`src/design/tked_pkg.sv`:
```
// tked_pkg: constants, types and the final-byte key lookup for the
// terminal key escape decoder. no dependencies.
`default_nettype none

package tked_pkg;

  localparam int unsigned PARAM_KEEP = 7;
  localparam int unsigned CNT_W      = $clog2(PARAM_KEEP + 1);

  localparam logic [7:0] BYTE_ESC  = 8'h1B;
  localparam logic [7:0] BYTE_CR   = 8'h0D;
  localparam logic [7:0] BYTE_LF   = 8'h0A;
  localparam logic [7:0] BYTE_CSI  = 8'h5B;
  localparam logic [7:0] BYTE_SEMI = 8'h3B;
  localparam logic [7:0] BYTE_D0   = 8'h30;
  localparam logic [7:0] BYTE_D1   = 8'h31;
  localparam logic [7:0] BYTE_D2   = 8'h32;
  localparam logic [7:0] BYTE_D3   = 8'h33;
  localparam logic [7:0] BYTE_D4   = 8'h34;
  localparam logic [7:0] BYTE_D7   = 8'h37;
  localparam logic [7:0] BYTE_D8   = 8'h38;
  localparam logic [7:0] BYTE_D9   = 8'h39;
  localparam logic [7:0] FIN_UP    = 8'h41;
  localparam logic [7:0] FIN_DOWN  = 8'h42;
  localparam logic [7:0] FIN_RIGHT = 8'h43;
  localparam logic [7:0] FIN_LEFT  = 8'h44;
  localparam logic [7:0] FIN_HOME  = 8'h48;
  localparam logic [7:0] FIN_END   = 8'h46;
  localparam logic [7:0] FIN_TILDE = 8'h7E;

  localparam logic [7:0] KEY_NONE    = 8'h00;
  localparam logic [7:0] KEY_LEFT    = 8'hB4;
  localparam logic [7:0] KEY_UP      = 8'hB5;
  localparam logic [7:0] KEY_DOWN    = 8'hB6;
  localparam logic [7:0] KEY_RIGHT   = 8'hB7;
  localparam logic [7:0] KEY_S_LEFT  = 8'hB8;
  localparam logic [7:0] KEY_S_UP    = 8'hB9;
  localparam logic [7:0] KEY_S_DOWN  = 8'hBA;
  localparam logic [7:0] KEY_S_RIGHT = 8'hBB;
  localparam logic [7:0] KEY_HOME    = 8'hD2;
  localparam logic [7:0] KEY_DELETE  = 8'hD4;
  localparam logic [7:0] KEY_END     = 8'hD5;
  localparam logic [7:0] KEY_S_HOME  = 8'hD8;
  localparam logic [7:0] KEY_S_END   = 8'hD9;

  typedef enum logic [1:0] {
    PH_IDLE = 2'd0,
    PH_ESC  = 2'd1,
    PH_CSI  = 2'd2
  } phase_e;

  typedef enum logic [1:0] {
    SEMI_NONE = 2'd0,
    SEMI_LAST = 2'd1,
    SEMI_DONE = 2'd2
  } semi_e;

  function automatic logic [7:0] finish_key(logic [7:0] fin, logic [7:0] first, logic sh);
    logic [7:0] key;
    key = KEY_NONE;
    unique case (fin)
      FIN_UP:    key = sh ? KEY_S_UP    : KEY_UP;
      FIN_DOWN:  key = sh ? KEY_S_DOWN  : KEY_DOWN;
      FIN_RIGHT: key = sh ? KEY_S_RIGHT : KEY_RIGHT;
      FIN_LEFT:  key = sh ? KEY_S_LEFT  : KEY_LEFT;
      FIN_HOME:  key = sh ? KEY_S_HOME  : KEY_HOME;
      FIN_END:   key = sh ? KEY_S_END   : KEY_END;
      FIN_TILDE: begin
        if (first == BYTE_D3) key = KEY_DELETE;
        else if (first == BYTE_D1 || first == BYTE_D7) key = sh ? KEY_S_HOME : KEY_HOME;
        else if (first == BYTE_D4 || first == BYTE_D8) key = sh ? KEY_S_END : KEY_END;
        else key = KEY_NONE;
      end
      default:   key = KEY_NONE;
    endcase
    return key;
  endfunction

endpackage

`default_nettype wire

```
`src/design/tked_stream_if.sv`:
```
// tked_in_if and tked_out_if: valid/ready byte channels for the decoder.
// no dependencies.
`default_nettype none

interface tked_in_if;
  logic       valid;
  logic       ready;
  logic [7:0] in_byte;
  modport source (output valid, output in_byte, input ready);
  modport sink   (input valid, input in_byte, output ready);
endinterface

interface tked_out_if;
  logic       valid;
  logic       ready;
  logic [7:0] key_code;
  modport source (output valid, output key_code, input ready);
  modport sink   (input valid, input key_code, output ready);
endinterface

`default_nettype wire

```
`src/design/terminal_key_escape_decoder.sv`:
```
// terminal_key_escape_decoder: byte stream to key codes, CSI sequence decode.
// the key code is registered: the input transaction loads the input register, then
// the decode loads the result register. throughput one byte per cycle, set by the
// single decode stage. stalls only when the result register is held and the byte
// in the input register would give a key.
// reset clears all decoder state. depends on tked_pkg, tked_in_if, tked_out_if.
`default_nettype none

module terminal_key_escape_decoder (
  input  wire logic clk_i,
  input  wire logic rst_ni,
  tked_in_if.sink   in_ch,
  tked_out_if.source out_ch
);
  import tked_pkg::*;

  logic             s1_valid_q, s1_valid_d;
  logic [7:0]       s1_byte_q;
  logic             out_valid_q, out_valid_d;
  logic [7:0]       key_q;

  logic             after_return_q, after_return_d;
  phase_e           phase_q, phase_d;
  logic [CNT_W-1:0] count_q, count_d;
  logic [7:0]       first_q, first_d;
  semi_e            semi_q, semi_d;
  logic             shift_q, shift_d;

  logic             res;
  logic [7:0]       key_d;
  logic             is_param;
  logic             s1_adv, s1_fire, in_fire;

  always_comb begin
    after_return_d = after_return_q;
    phase_d        = phase_q;
    count_d        = count_q;
    first_d        = first_q;
    semi_d         = semi_q;
    shift_d        = shift_q;
    res            = 1'b0;
    key_d          = KEY_NONE;
    is_param       = ((s1_byte_q >= BYTE_D0) && (s1_byte_q <= BYTE_D9)) ||
                     (s1_byte_q == BYTE_SEMI);
    unique case (phase_q)
      PH_ESC: begin
        if (s1_byte_q == BYTE_CSI) begin
          phase_d = PH_CSI;
          count_d = '0;
          first_d = KEY_NONE;
          semi_d  = SEMI_NONE;
          shift_d = 1'b0;
        end else begin
          phase_d = PH_IDLE;
          res     = 1'b1;
        end
      end
      PH_CSI: begin
        if (is_param) begin
          if (count_q < CNT_W'(PARAM_KEEP)) begin
            if (count_q == '0) first_d = s1_byte_q;
            if (semi_q == SEMI_LAST) begin
              shift_d = (s1_byte_q == BYTE_D2);
              semi_d  = SEMI_DONE;
            end else if (semi_q == SEMI_NONE && s1_byte_q == BYTE_SEMI) begin
              semi_d = SEMI_LAST;
            end
            count_d = count_q + 1'b1;
          end
        end else begin
          phase_d = PH_IDLE;
          res     = 1'b1;
          key_d   = finish_key(s1_byte_q, first_q, shift_q);
        end
      end
      default: begin
        phase_d = PH_IDLE;
        if (s1_byte_q == BYTE_LF && after_return_q) begin
          after_return_d = 1'b0;
        end else begin
          after_return_d = (s1_byte_q == BYTE_CR);
          if (s1_byte_q == BYTE_ESC) begin
            phase_d = PH_ESC;
          end else begin
            res   = 1'b1;
            key_d = s1_byte_q;
          end
        end
      end
    endcase
  end

  assign s1_adv       = !out_valid_q || out_ch.ready || !res;
  assign s1_fire      = s1_valid_q && s1_adv;
  assign in_ch.ready  = !s1_valid_q || s1_adv;
  assign in_fire      = in_ch.valid && in_ch.ready;
  assign out_ch.valid = out_valid_q;
  assign out_ch.key_code = key_q;

  always_comb begin
    s1_valid_d = s1_valid_q;
    if (in_fire) s1_valid_d = 1'b1;
    else if (s1_fire) s1_valid_d = 1'b0;
    out_valid_d = out_valid_q;
    if (s1_fire && res) out_valid_d = 1'b1;
    else if (out_ch.ready) out_valid_d = 1'b0;
  end

  always_ff @(posedge clk_i or negedge rst_ni) begin
    if (!rst_ni) begin
      s1_valid_q     <= 1'b0;
      out_valid_q    <= 1'b0;
      after_return_q <= 1'b0;
      phase_q        <= PH_IDLE;
      count_q        <= '0;
      first_q        <= KEY_NONE;
      semi_q         <= SEMI_NONE;
      shift_q        <= 1'b0;
    end else begin
      s1_valid_q  <= s1_valid_d;
      out_valid_q <= out_valid_d;
      if (s1_fire) begin
        after_return_q <= after_return_d;
        phase_q        <= phase_d;
        count_q        <= count_d;
        first_q        <= first_d;
        semi_q         <= semi_d;
        shift_q        <= shift_d;
      end
    end
  end

  always_ff @(posedge clk_i) begin
    if (in_fire) s1_byte_q <= in_ch.in_byte;
    if (s1_fire && res) key_q <= key_d;
  end

endmodule

`default_nettype wire

```
`src/flat_wrapper.sv`:
```
// flat-port wrapper written by rule: the top's interface ports become plain ports
module terminal_key_escape_decoder_flat import tked_pkg::*;
  (clk_i, rst_ni, in_ch_valid, in_ch_in_byte, in_ch_ready, out_ch_valid, out_ch_key_code, out_ch_ready);
  tked_in_if in_ch_i ();
  tked_out_if out_ch_i ();
  input  wire logic clk_i;
  input  wire logic rst_ni;
  input wire logic [$bits(in_ch_i.valid)-1:0] in_ch_valid;
  input wire logic [$bits(in_ch_i.in_byte)-1:0] in_ch_in_byte;
  output wire logic [$bits(in_ch_i.ready)-1:0] in_ch_ready;
  output wire logic [$bits(out_ch_i.valid)-1:0] out_ch_valid;
  output wire logic [$bits(out_ch_i.key_code)-1:0] out_ch_key_code;
  input wire logic [$bits(out_ch_i.ready)-1:0] out_ch_ready;
  assign in_ch_i.valid = in_ch_valid;
  assign in_ch_i.in_byte = in_ch_in_byte;
  assign in_ch_ready = in_ch_i.ready;
  assign out_ch_valid = out_ch_i.valid;
  assign out_ch_key_code = out_ch_i.key_code;
  assign out_ch_i.ready = out_ch_ready;
  terminal_key_escape_decoder u_core (.clk_i(clk_i), .rst_ni(rst_ni), .in_ch(in_ch_i), .out_ch(out_ch_i));
endmodule
```
`config.mk`:
```
export PLATFORM = sky130hd
export DESIGN_NAME = terminal_key_escape_decoder_flat
export DESIGN_NICKNAME = d
export VERILOG_FILES = /design/src/design/tked_pkg.sv /design/src/design/tked_stream_if.sv /design/src/design/terminal_key_escape_decoder.sv /design/src/flat_wrapper.sv
export SDC_FILE = /design/constraint.sdc
export NUM_CORES = 1
export LEC_CHECK = 0
export BUFFER_PORTS_ARGS = -buffer_cell sky130_fd_sc_hd__buf_2
export CELL_PAD_IN_SITES_DETAIL_PLACEMENT = 0
export CELL_PAD_IN_SITES_GLOBAL_PLACEMENT = 1
export CORE_ASPECT_RATIO = 1.5
export CORE_UTILIZATION = 46
export CTS_CLUSTER_DIAMETER = 50
export DETAILED_ROUTE_END_ITERATION = 12
export HOLD_SLACK_MARGIN = 0.03
export PLACE_DENSITY = 0.87
export SLEW_MARGIN = 10
export SYNTH_ARGS = -nofsm -noshare
export SYNTH_HDL_FRONTEND = slang
export SYNTH_SLANG_ARGS = --single-unit
```
`constraint.sdc`:
```
create_clock -name clk_i -period 2.8 [get_ports clk_i]
set_input_delay 0.14 -clock clk_i [delete_from_list [all_inputs] [get_ports clk_i]]
set_output_delay 0.14 -clock clk_i [all_outputs]
set_load 0.02 [all_outputs]
```
---- Word-level counts from Yosys, hierarchy flattened ----
Cells that the tools add are included.
storage, ports and cells
  register bits ........................... 35
operators by class
  add/subtract/negate cells ............... 1
  magnitude comparators ................... 3
  equal/unequal tests ..................... 28
  mux-type cells .......................... 49
  bitwise logic cells ..................... 1
  reduce and logical (&&, ||, !) cells .... 27
operators by type and width
  operator            count
  $mux 8              10
  $eq 8x7->1 const B  8
  $eq 8x6->1 const B  7
  $pmux 8 s7          1
  $pmux 8 s2          2
  $mux 4              6
  $reduce_and 6->1    3
  $eq 8x4->1 const B  2
  $mux 2              8
  $mux 1              14
  $ne 2x1->1 const B  5
  $mux 3              3
  $eq 8x5->1 const B  1
  $ge 8x6->1 const B  1
  $le 8x6->1 const B  1
  $pmux 2 s2          2
  $logic_and 1x1->1   6
  $logic_or 1x1->1    6
  $pmux 3 s2          1
  $reduce_bool 2->1   3
  $reduce_and 5->1    1
  $eq 2x1->1 const B  2
  $pmux 1 s2          2
  $reduce_and 2->1    2
  other kinds (10)    12

---- Depth between registers and ports, before layout ----
Gate-level depths: netlist of run 1.
  word-level depth ........................ 10
  depth in mapped cells ................... 7
  gate-level depth less buffers ........... 7

---- Worst setup path after synthesis of run 1 ----
No wires, ideal clock.
  path kind ............................... reg-to-reg
  start point ............................. register u_core.s1_byte_q[2]
  end point ............................... register u_core.s1_byte_q[0] (enable)
  arrival ................................. 1.786 ns
  required time ........................... 2.470 ns
  setup slack ............................. 0.684 ns
  stages on the path, launching flop included .. 6
  path through ............................ edfxtp_1 -> nand3b_4 -> o41ai_4 -> a31oi_1 -> o21ai_0 -> o21a_1
between the ends
  longest elaborated chain between the ends .. 9
  elaborated cells on any way between the ends .. 18
  classes of those cells .................. 2 x order compare; 4 x eq/ne; 5 x mux; 7 x reduce/logical
RTL lines
  item                                             line                                RTL
  start: declaration                               terminal_key_escape_decoder.sv:18   logic [7:0] s1_byte_q;
  start signal: assignment                         terminal_key_escape_decoder.sv:134  if (in_fire) s1_byte_q <= in_ch.in_byte;
  $ge 8x6->1 / $le 8x6->1 (equally long branches)  terminal_key_escape_decoder.sv:43   is_param = ((s1_byte_q >= BYTE_D0) && (s1_byte_q <= BYTE_D9)) ||
  $logic_and 1x1->1                                terminal_key_escape_decoder.sv:43
  $logic_or 1x1->1                                 terminal_key_escape_decoder.sv:43
  $mux 1                                           terminal_key_escape_decoder.sv:59   if (is_param) begin
  $pmux 1 s2 *                                     terminal_key_escape_decoder.sv:45   unique case (phase_q)
  $logic_not 1->1 *                                terminal_key_escape_decoder.sv:93   assign s1_adv = !out_valid_q || out_ch.ready || !res;
  $logic_or 1x1->1 *                               terminal_key_escape_decoder.sv:93
  $logic_or 1x1->1 *                               terminal_key_escape_decoder.sv:95   assign in_ch.ready = !s1_valid_q || s1_adv;
  $logic_and 1x1->1 *                              terminal_key_escape_decoder.sv:96   assign in_fire = in_ch.valid && in_ch.ready;
  via u_core.in_fire                               terminal_key_escape_decoder.sv:32   logic s1_adv, s1_fire, in_fire;
The timed path passes the listed nets; every way through them passes the cells marked *.
A chain may end at the register's enable or synchronous reset.

---- Worst setup path after layout of run 1 ----
  start point ............................. register u_core.s1_byte_q[1]
  end point ............................... output in_ch_ready
between the ends
  longest elaborated chain between the ends .. 8
  elaborated cells on any way between the ends .. 17
  classes of those cells .................. 2 x order compare; 4 x eq/ne; 5 x mux; 6 x reduce/logical
RTL lines
  item                                             line                               RTL
  $ge 8x6->1 / $le 8x6->1 (equally long branches)  terminal_key_escape_decoder.sv:43
  $logic_and 1x1->1                                terminal_key_escape_decoder.sv:43
  $logic_or 1x1->1                                 terminal_key_escape_decoder.sv:43
  $mux 1                                           terminal_key_escape_decoder.sv:59
  $pmux 1 s2 *                                     terminal_key_escape_decoder.sv:45
  $logic_not 1->1 *                                terminal_key_escape_decoder.sv:93
  $logic_or 1x1->1 *                               terminal_key_escape_decoder.sv:93
  $logic_or 1x1->1 *                               terminal_key_escape_decoder.sv:95
  end: declaration                                 flat_wrapper.sv:10                 output wire logic [$bits(in_ch_i.ready)-1:0] in_ch_ready;
Every way passes the cells marked *; elsewhere a longest branch is shown, timed or not.

==> flow_summary.ini, run 1 <==
[floorplan]
total_i_o_pin_count = 22
design.core.area_um2 = 4030
floorplan.die.height_um = 82.5
start_util_pct = 49.3
die_w_um = 55.7
fp-row-count = 28
fp.dieArea_um2 = 4590

[clock_network]
htree_num_levels = 2
cts_tree = yes
tritoncts_num_sinks = 35
buffer_levels_on_the_longest_clock_path = 2
cts_inserted_buffers = 5
post_cts.repair.setup_buffers = 0
clk_pin_slew_ns = 0.06
root_buffer_cell = sky130_fd_sc_hd__clkbuf_8
clk-insertion-delay-late_ns = 0.29

[worst_setup_path]
reg2regPathDepth = 5
path_cells = nor2b_1, o211ai_2, a31oi_1, o21ai_0, buf_4, or2_2, buf_2
crit_family = flip-flops
critical_path_class = register to output port
worstPathArrival_ns = 2.42
worst_setup_path_start_kind = register
cp_max_fo = 11
r2r_end = u_core.s1_byte_q[7]$_DFFE_PP_
worst_r2r_startpoint = u_core.s1_byte_q[1]$_DFFE_PP_
worstPathRequired_ns = 2.66
slowest_delay_ns = 0.68
worst-path-buf-inv = 2
critical_path.endpoint_type = output port
critical_path.slowest_cell = sky130_fd_sc_hd__edfxtp_1
r2r_slack_ns = 0.40

[global_route]
maximum_number_of_pins_on_one_net_before_global_route_repair = 20
globalRoute.totalOverflow = 0
grt_antenna_before_repair = 0
global_route.usage.met1_pct = 23.5
globalRouteMet3Util_pct = 4.52
grt_first_pass_wirelength_mm = 7.67
met2_use_gr_pct = 40.0
grt.busiest_layer = met2
grt_pass1_vias = 1674
global_route.usage.total_pct = 22.3

[synthesis]
yosysMostFrequentCell = sky130_fd_sc_hd__dfrtp_1
synth_cell_types = 51
syn-instance-count = 188
yosysSeqAreaShare_pct = 48.1
ys_dominant_reg_cell = sky130_fd_sc_hd__dfrtp_1
postSynthRegisterBits = 35
synth.area.top_cells = sky130_fd_sc_hd__edfxtp_1 24%, sky130_fd_sc_hd__dfrtp_1 24%, sky130_fd_sc_hd__o21ai_0 4.3%
synth_top_cells_by_count = 19 x sky130_fd_sc_hd__dfrtp_1, 17 x sky130_fd_sc_hd__o21ai_0, 16 x sky130_fd_sc_hd__edfxtp_1
synth_top_area_share_pct = 24.2
cell_type_with_the_highest_aggregate_area_in_the_netlist = sky130_fd_sc_hd__edfxtp_1
synth_async_sr_flop_share_pct = 54.3
post_synth_instance_area_um2 = 1990
synth_edf_count = 16
syn_avg_cell_area_um2 = 10.6
synth-warning-count = 0
synth.net_count = 204

[pwr]
design_power_total_mw = 1.16
share_comb_of_total_power_pct = 15.8
p_clk_share_pct = 30.1
internal_power_mw = 0.841
p_sw_share_pct = 27.4
ir_worst_vdd_mv = 0.427
sequentialPowerShare_pct = 54.1
total_switching_power_mw = 0.318
power_density_nw_per_um2 = 499
leakagePower_nw = 0.896

[placed_design]
gpl.final_weighted_congestion = 0.932
sum_of_net_half_perimeters_after_detailed_placement_mm = 3.48
preCtsSetupSlack_ns = 0.372
numPlacedInstances = 250
io_buffers = 21
postPlaceCellArea_um2 = 2140

[sta]
maxSlewHeadroom_pct = 54.3
count_of_endpoints_failing_setup_in_the_final_report = 0
fin_skew_ns = 0.00477
hold_viol = 0
fin_ws_ns = 0.239
post_route_clock_period_utilization_pct = 91.5
timing.fmax_mhz = 390
final_hold_slack_ns = 0.0651
final.setup.tns_ns = 0
grt_setup_unrepaired = false
tightestPinTransition_ns = 0.680
report.final.slew_viol_count = 0
timing.final.crit_period_ns = 2.56

[layout]
layout-area-overhead-vs-synth_pct = 16.9
final_nets = 237
insertedDiodeCount = 0
fillCellCount = 338
final_layout_size_suffix_gt1_share_pct = 20.7
post-route-cell-area_um2 = 2320
multiInputGateArea_um2 = 973
final_cell_count_no_fill = 267
sequential_cell_area_um2 = 956
core_util_final_pct = 57.6

[drt]
drtPass1Iterations = 4
final_wirelength_mm = 4.75
wire_per_inst_um = 17.8
number_of_drc_markers_in_iteration_0 = 64
postRouteAntennaNets = 0
via_count = 1655
post_drt_via_cell_ratio = 6.20
drcViolationCount = 0

[worst_hold_path]
min_path_cells = 2
worstHoldStart = in_ch_valid
worstHoldPathType = primary input to register
hold-path-endpoint = u_core.s1_valid_q$_DFFE_PN0P_

[job]
max-cap-violations = 0

[outcome]
run_status = completed
how the worst max path moves through the flow:
stage	startpoint	end	slack (ns)	cells past startpoint
final	u_core.s1_byte_q[1]$_DFFE_PP_	in_ch_ready	0.24	7
after global routing	u_core.s1_byte_q[0]$_DFFE_PP_	in_ch_ready	0.06	7
after CTS	u_core.phase_q[0]$_DFFE_PN0P_	in_ch_ready	0.06	8
after detailed placement	u_core.phase_q[0]$_DFFE_PN0P_	u_core.out_ch.key_code[3]$_DFFE_PP_	0.37	8
after global placement	u_core.phase_q[0]$_DFFE_PN0P_	u_core.out_ch.key_code[2]$_DFFE_PP_	0.40	8
after floorplan	u_core.s1_byte_q[2]$_DFFE_PP_	u_core.s1_byte_q[0]$_DFFE_PP_	0.68	5
placed cells by master (no fill, tap or decap), drive strengths merged, types with 4 or more instances in the layout:
cell type    Yosys  layout
nor2             7       7
inv              8       8
o21ai           18      18
clkbuf           5       7
nand3b           5       5
nand2b           7       7
buf              3      25
dfrtp           19      19
ha               4       4
nor3b            4       4
nand2           14      14
nor3             7       7
nor2b            5       5
a32o             5       5
a21oi            8       8
edfxtp          16      16
dlygate4sd3      0       9
flip-flops by register name (all words and copies together), names as in the netlist:
signal	count
u_core.count_q	3
u_core.out_ch.key_code	8
u_core.after_return_q	1
u_core.semi_q	2
u_core.first_q	8
u_core.s1_valid_q	1
u_core.s1_byte_q	8
u_core.out_ch.valid	1
u_core.shift_q	1
u_core.phase_q	2
cell type report:
class | count | area share, %
tap | 45 | 2.42
timing repair buffer | 34 | 9.70
clock buffer | 7 | 3.29
sequential | 35 | 41.2
clock inverter | 1 | 0.216
multi-input combinational | 137 | 41.9
inverter | 8 | 1.29
routing by layer:
layer | share of wire (%) | vias up
met5 | 0 | -
met4 | 4.7 | 0
met3 | 4.6 | 20
met2 | 52 | 67
met1 | 38 | 792
li1 | - | 776
logic make-up after synthesis:
logic type | count (synthesis) | synth area share (%)
flops | 35 | 48.1
fa+ha+maj | 4 | 2.52
mux | 6 | 3.21
simple gates | 69 | 21.2
compound gates | 55 | 20.5
buf+inv | 16 | 3.21
xor+xnor | 3 | 1.32
what timing repair did:
item,4_1_cts,5_1_grt
endpoints found under the hold margin,27,0
resized for setup,0,2
hold buffers,9,0
setup endpoints to repair,0,1
power by group through the flow:
| stage | clock network (mW) | registers [mW] | logic, mW |
|---|---|---|---|
| 2_1_floorplan | 0 | 0.633 | 0.108 |
| 3_5_place_dp | 0 | 0.636 | 0.174 |
| 6_report | 0.349 | 0.627 | 0.183 |
| 4_1_cts | 0.365 | 0.626 | 0.184 |
| 5_1_grt | 0.380 | 0.630 | 0.200 |
| 3_3_place_gp | 0 | 0.633 | 0.168 |
No activity file was read; power rests on OpenSTA's default activity.
==> run 2: changes to the inputs <==
--- a/config.mk
+++ b/config.mk
@@ -9,6 +9,7 @@
 export CELL_PAD_IN_SITES_DETAIL_PLACEMENT = 0
 export CELL_PAD_IN_SITES_GLOBAL_PLACEMENT = 1
 export CORE_ASPECT_RATIO = 1.5
+export CORE_MARGIN = 2
 export CORE_UTILIZATION = 46
 export CTS_CLUSTER_DIAMETER = 50
 export DETAILED_ROUTE_END_ITERATION = 12
==> flow_summary.ini, run 2 (synthesis gave the netlist of run 1 again) <==
[worst_setup_path]
slowest_delay_ns = 0.53
critical_path.endpoint_type = output port
worst-path-buf-inv = 3
critical_path.slowest_cell = sky130_fd_sc_hd__ha_1
path_cells = inv_1, ha_1, o211ai_2, a31oi_1, o21ai_0, buf_4, or2_2, buf_2
worst_setup_path_start_kind = register
startpoint = u_core.phase_q[0]$_DFFE_PN0P_
worstPathArrival_ns = 2.47
worstPathRequired_ns = 2.66
worst_r2r_startpoint = u_core.s1_byte_q[0]$_DFFE_PP_
crit_family = compound AO/OA/AOI/OAI gates
cp_max_fo = 16
r2r_slack_ns = 0.41
critical_path_class = register to output port

[placed_design]
preCtsSetupSlack_ns = 0.424
gpl.final_weighted_congestion = 0.913
postPlaceCellArea_um2 = 2170
sum_of_net_half_perimeters_after_detailed_placement_mm = 3.34
io_buffers = 21

[layout]
final_layout_size_suffix_gt1_share_pct = 21.9
post-route-cell-area_um2 = 2360
fillCellCount = 371
final_nets = 239
layout-area-overhead-vs-synth_pct = 18.8
core_util_final_pct = 56.1
final_cell_mix = 21 x sky130_fd_sc_hd__buf_2, 19 x sky130_fd_sc_hd__dfrtp_1, 17 x sky130_fd_sc_hd__o21ai_0
layout.cells.most_common = sky130_fd_sc_hd__buf_2
insertedDiodeCount = 0

[sta]
fin_ws_ns = 0.192
count_of_endpoints_failing_setup_in_the_final_report = 0
timing.fmax_mhz = 384
final.setup.tns_ns = 0
report.final.slew_viol_count = 0
post_route_clock_period_utilization_pct = 93.1
grt_setup_unrepaired = false
tightestPinTransition_ns = 0.707
hold_viol = 0
fin_skew_ns = 0.00557
timing.final.crit_period_ns = 2.61
maxSlewHeadroom_pct = 52.5

[clock_network]
cts_tree = yes
cts_inserted_buffers = 5
clk_pin_slew_ns = 0.07
post_cts.repair.setup_buffers = 0
root_buffer_cell = sky130_fd_sc_hd__clkbuf_8
clk-insertion-delay-late_ns = 0.28
tritoncts_num_sinks = 35
buffer_levels_on_the_longest_clock_path = 2
htree_num_levels = 2

[drt]
postRouteAntennaNets = 0
number_of_drc_markers_in_iteration_0 = 85
post_drt_via_cell_ratio = 5.89
drcViolationCount = 0
via_count = 1591
final_wirelength_mm = 4.64
drtPass1Iterations = 4
wire_per_inst_um = 17.2

[global_route]
global_route.usage.total_pct = 20.2
grt_pass1_vias = 1544
globalRoute.totalOverflow = 0
grt_first_pass_wirelength_mm = 7.58
grt_antenna_before_repair = 0
maximum_number_of_pins_on_one_net_before_global_route_repair = 20

[pwr]
total_switching_power_mw = 0.324
power_density_nw_per_um2 = 530
p_sw_share_pct = 25.9
ir_worst_vdd_mv = 0.416
share_comb_of_total_power_pct = 14.8
internal_power_mw = 0.926
p_clk_share_pct = 35.5
leakagePower_nw = 0.920
sequentialPowerShare_pct = 49.7

[outcome]
run_status = completed

[floorplan]
fp.dieArea_um2 = 4870
floorplan.die.height_um = 84.5
die_w_um = 57.7
design.core.area_um2 = 4210
fp-row-count = 29
start_util_pct = 47.2
total_i_o_pin_count = 22

[worst_hold_path]
worstHoldStart = in_ch_in_byte[5]
worstHoldPathType = primary input to register

[job]
max-cap-violations = 0
## run 2: what timing repair did
| item | 4_1_cts | 5_1_grt |
|---|---|---|
| resized for setup | 0 | 1 |
| endpoints found under the setup margin | 0 | 1 |
| endpoints found under the hold margin | 25 | 1 |
| hold buffers | 7 | 1 |
## run 2: final cells by class
type	instances	area (um2)	share of cell area [%]
Tap cell	46	57.6	2.44
Multi-Input combinational cell	137	971	41.1
Sequential cell	35	956	40.5
Clock buffer	5	68.8	2.92
Timing Repair Buffer	36	238	10.1
Clock inverter	3	38.8	1.64
Inverter	8	30.0	1.27
## run 2: through the flow
stage | power, mW | instances | hold slack, ns
after floorplan | 0.741 | 188 | -0.156
after global placement | 0.805 | 254 | 0.111
after detailed placement | 0.808 | 254 | 0.108
after CTS | 1.25 | 269 | 0.0306
after global routing | 1.30 | 270 | 0.0453
final | 1.25 | 270 | 0.0500
## run 2: path summary, 6_finish.rpt
check / cells past startpoint / endpoint
worst max-delay path: 8 / in_ch_ready
worst min-delay path: 1 / u_core.s1_byte_q[5]$_DFFE_PP_
worst max register to register: 5 / u_core.s1_byte_q[5]$_DFFE_PP_
worst min register to register: 1 / u_core.first_q[4]$_DFFE_PN0P_
max in group asynchronous: 2 / u_core.shift_q$_DFFE_PN0P_
min in group asynchronous: 2 / u_core.after_return_q$_DFFE_PN0P_
## run 2: power by group through the flow
stage	Clock [mW]	Combinational [mW]	Sequential (mW)
after detailed placement	0	0.177	0.631
after CTS	0.449	0.185	0.620
after global placement	0	0.174	0.631
final	0.444	0.185	0.621
after floorplan	0	0.108	0.633
after global routing	0.468	0.204	0.625
## run 2: per-layer routing
layer  routed length, um  vias to the layer above  GRT usage [%]
met5                   0                        -              0
met4                 125                        0           8.03
met3                 158                       14           2.77
met2                2470                       48           34.4
met1                1890                      742           25.2
li1                    -                      787              -
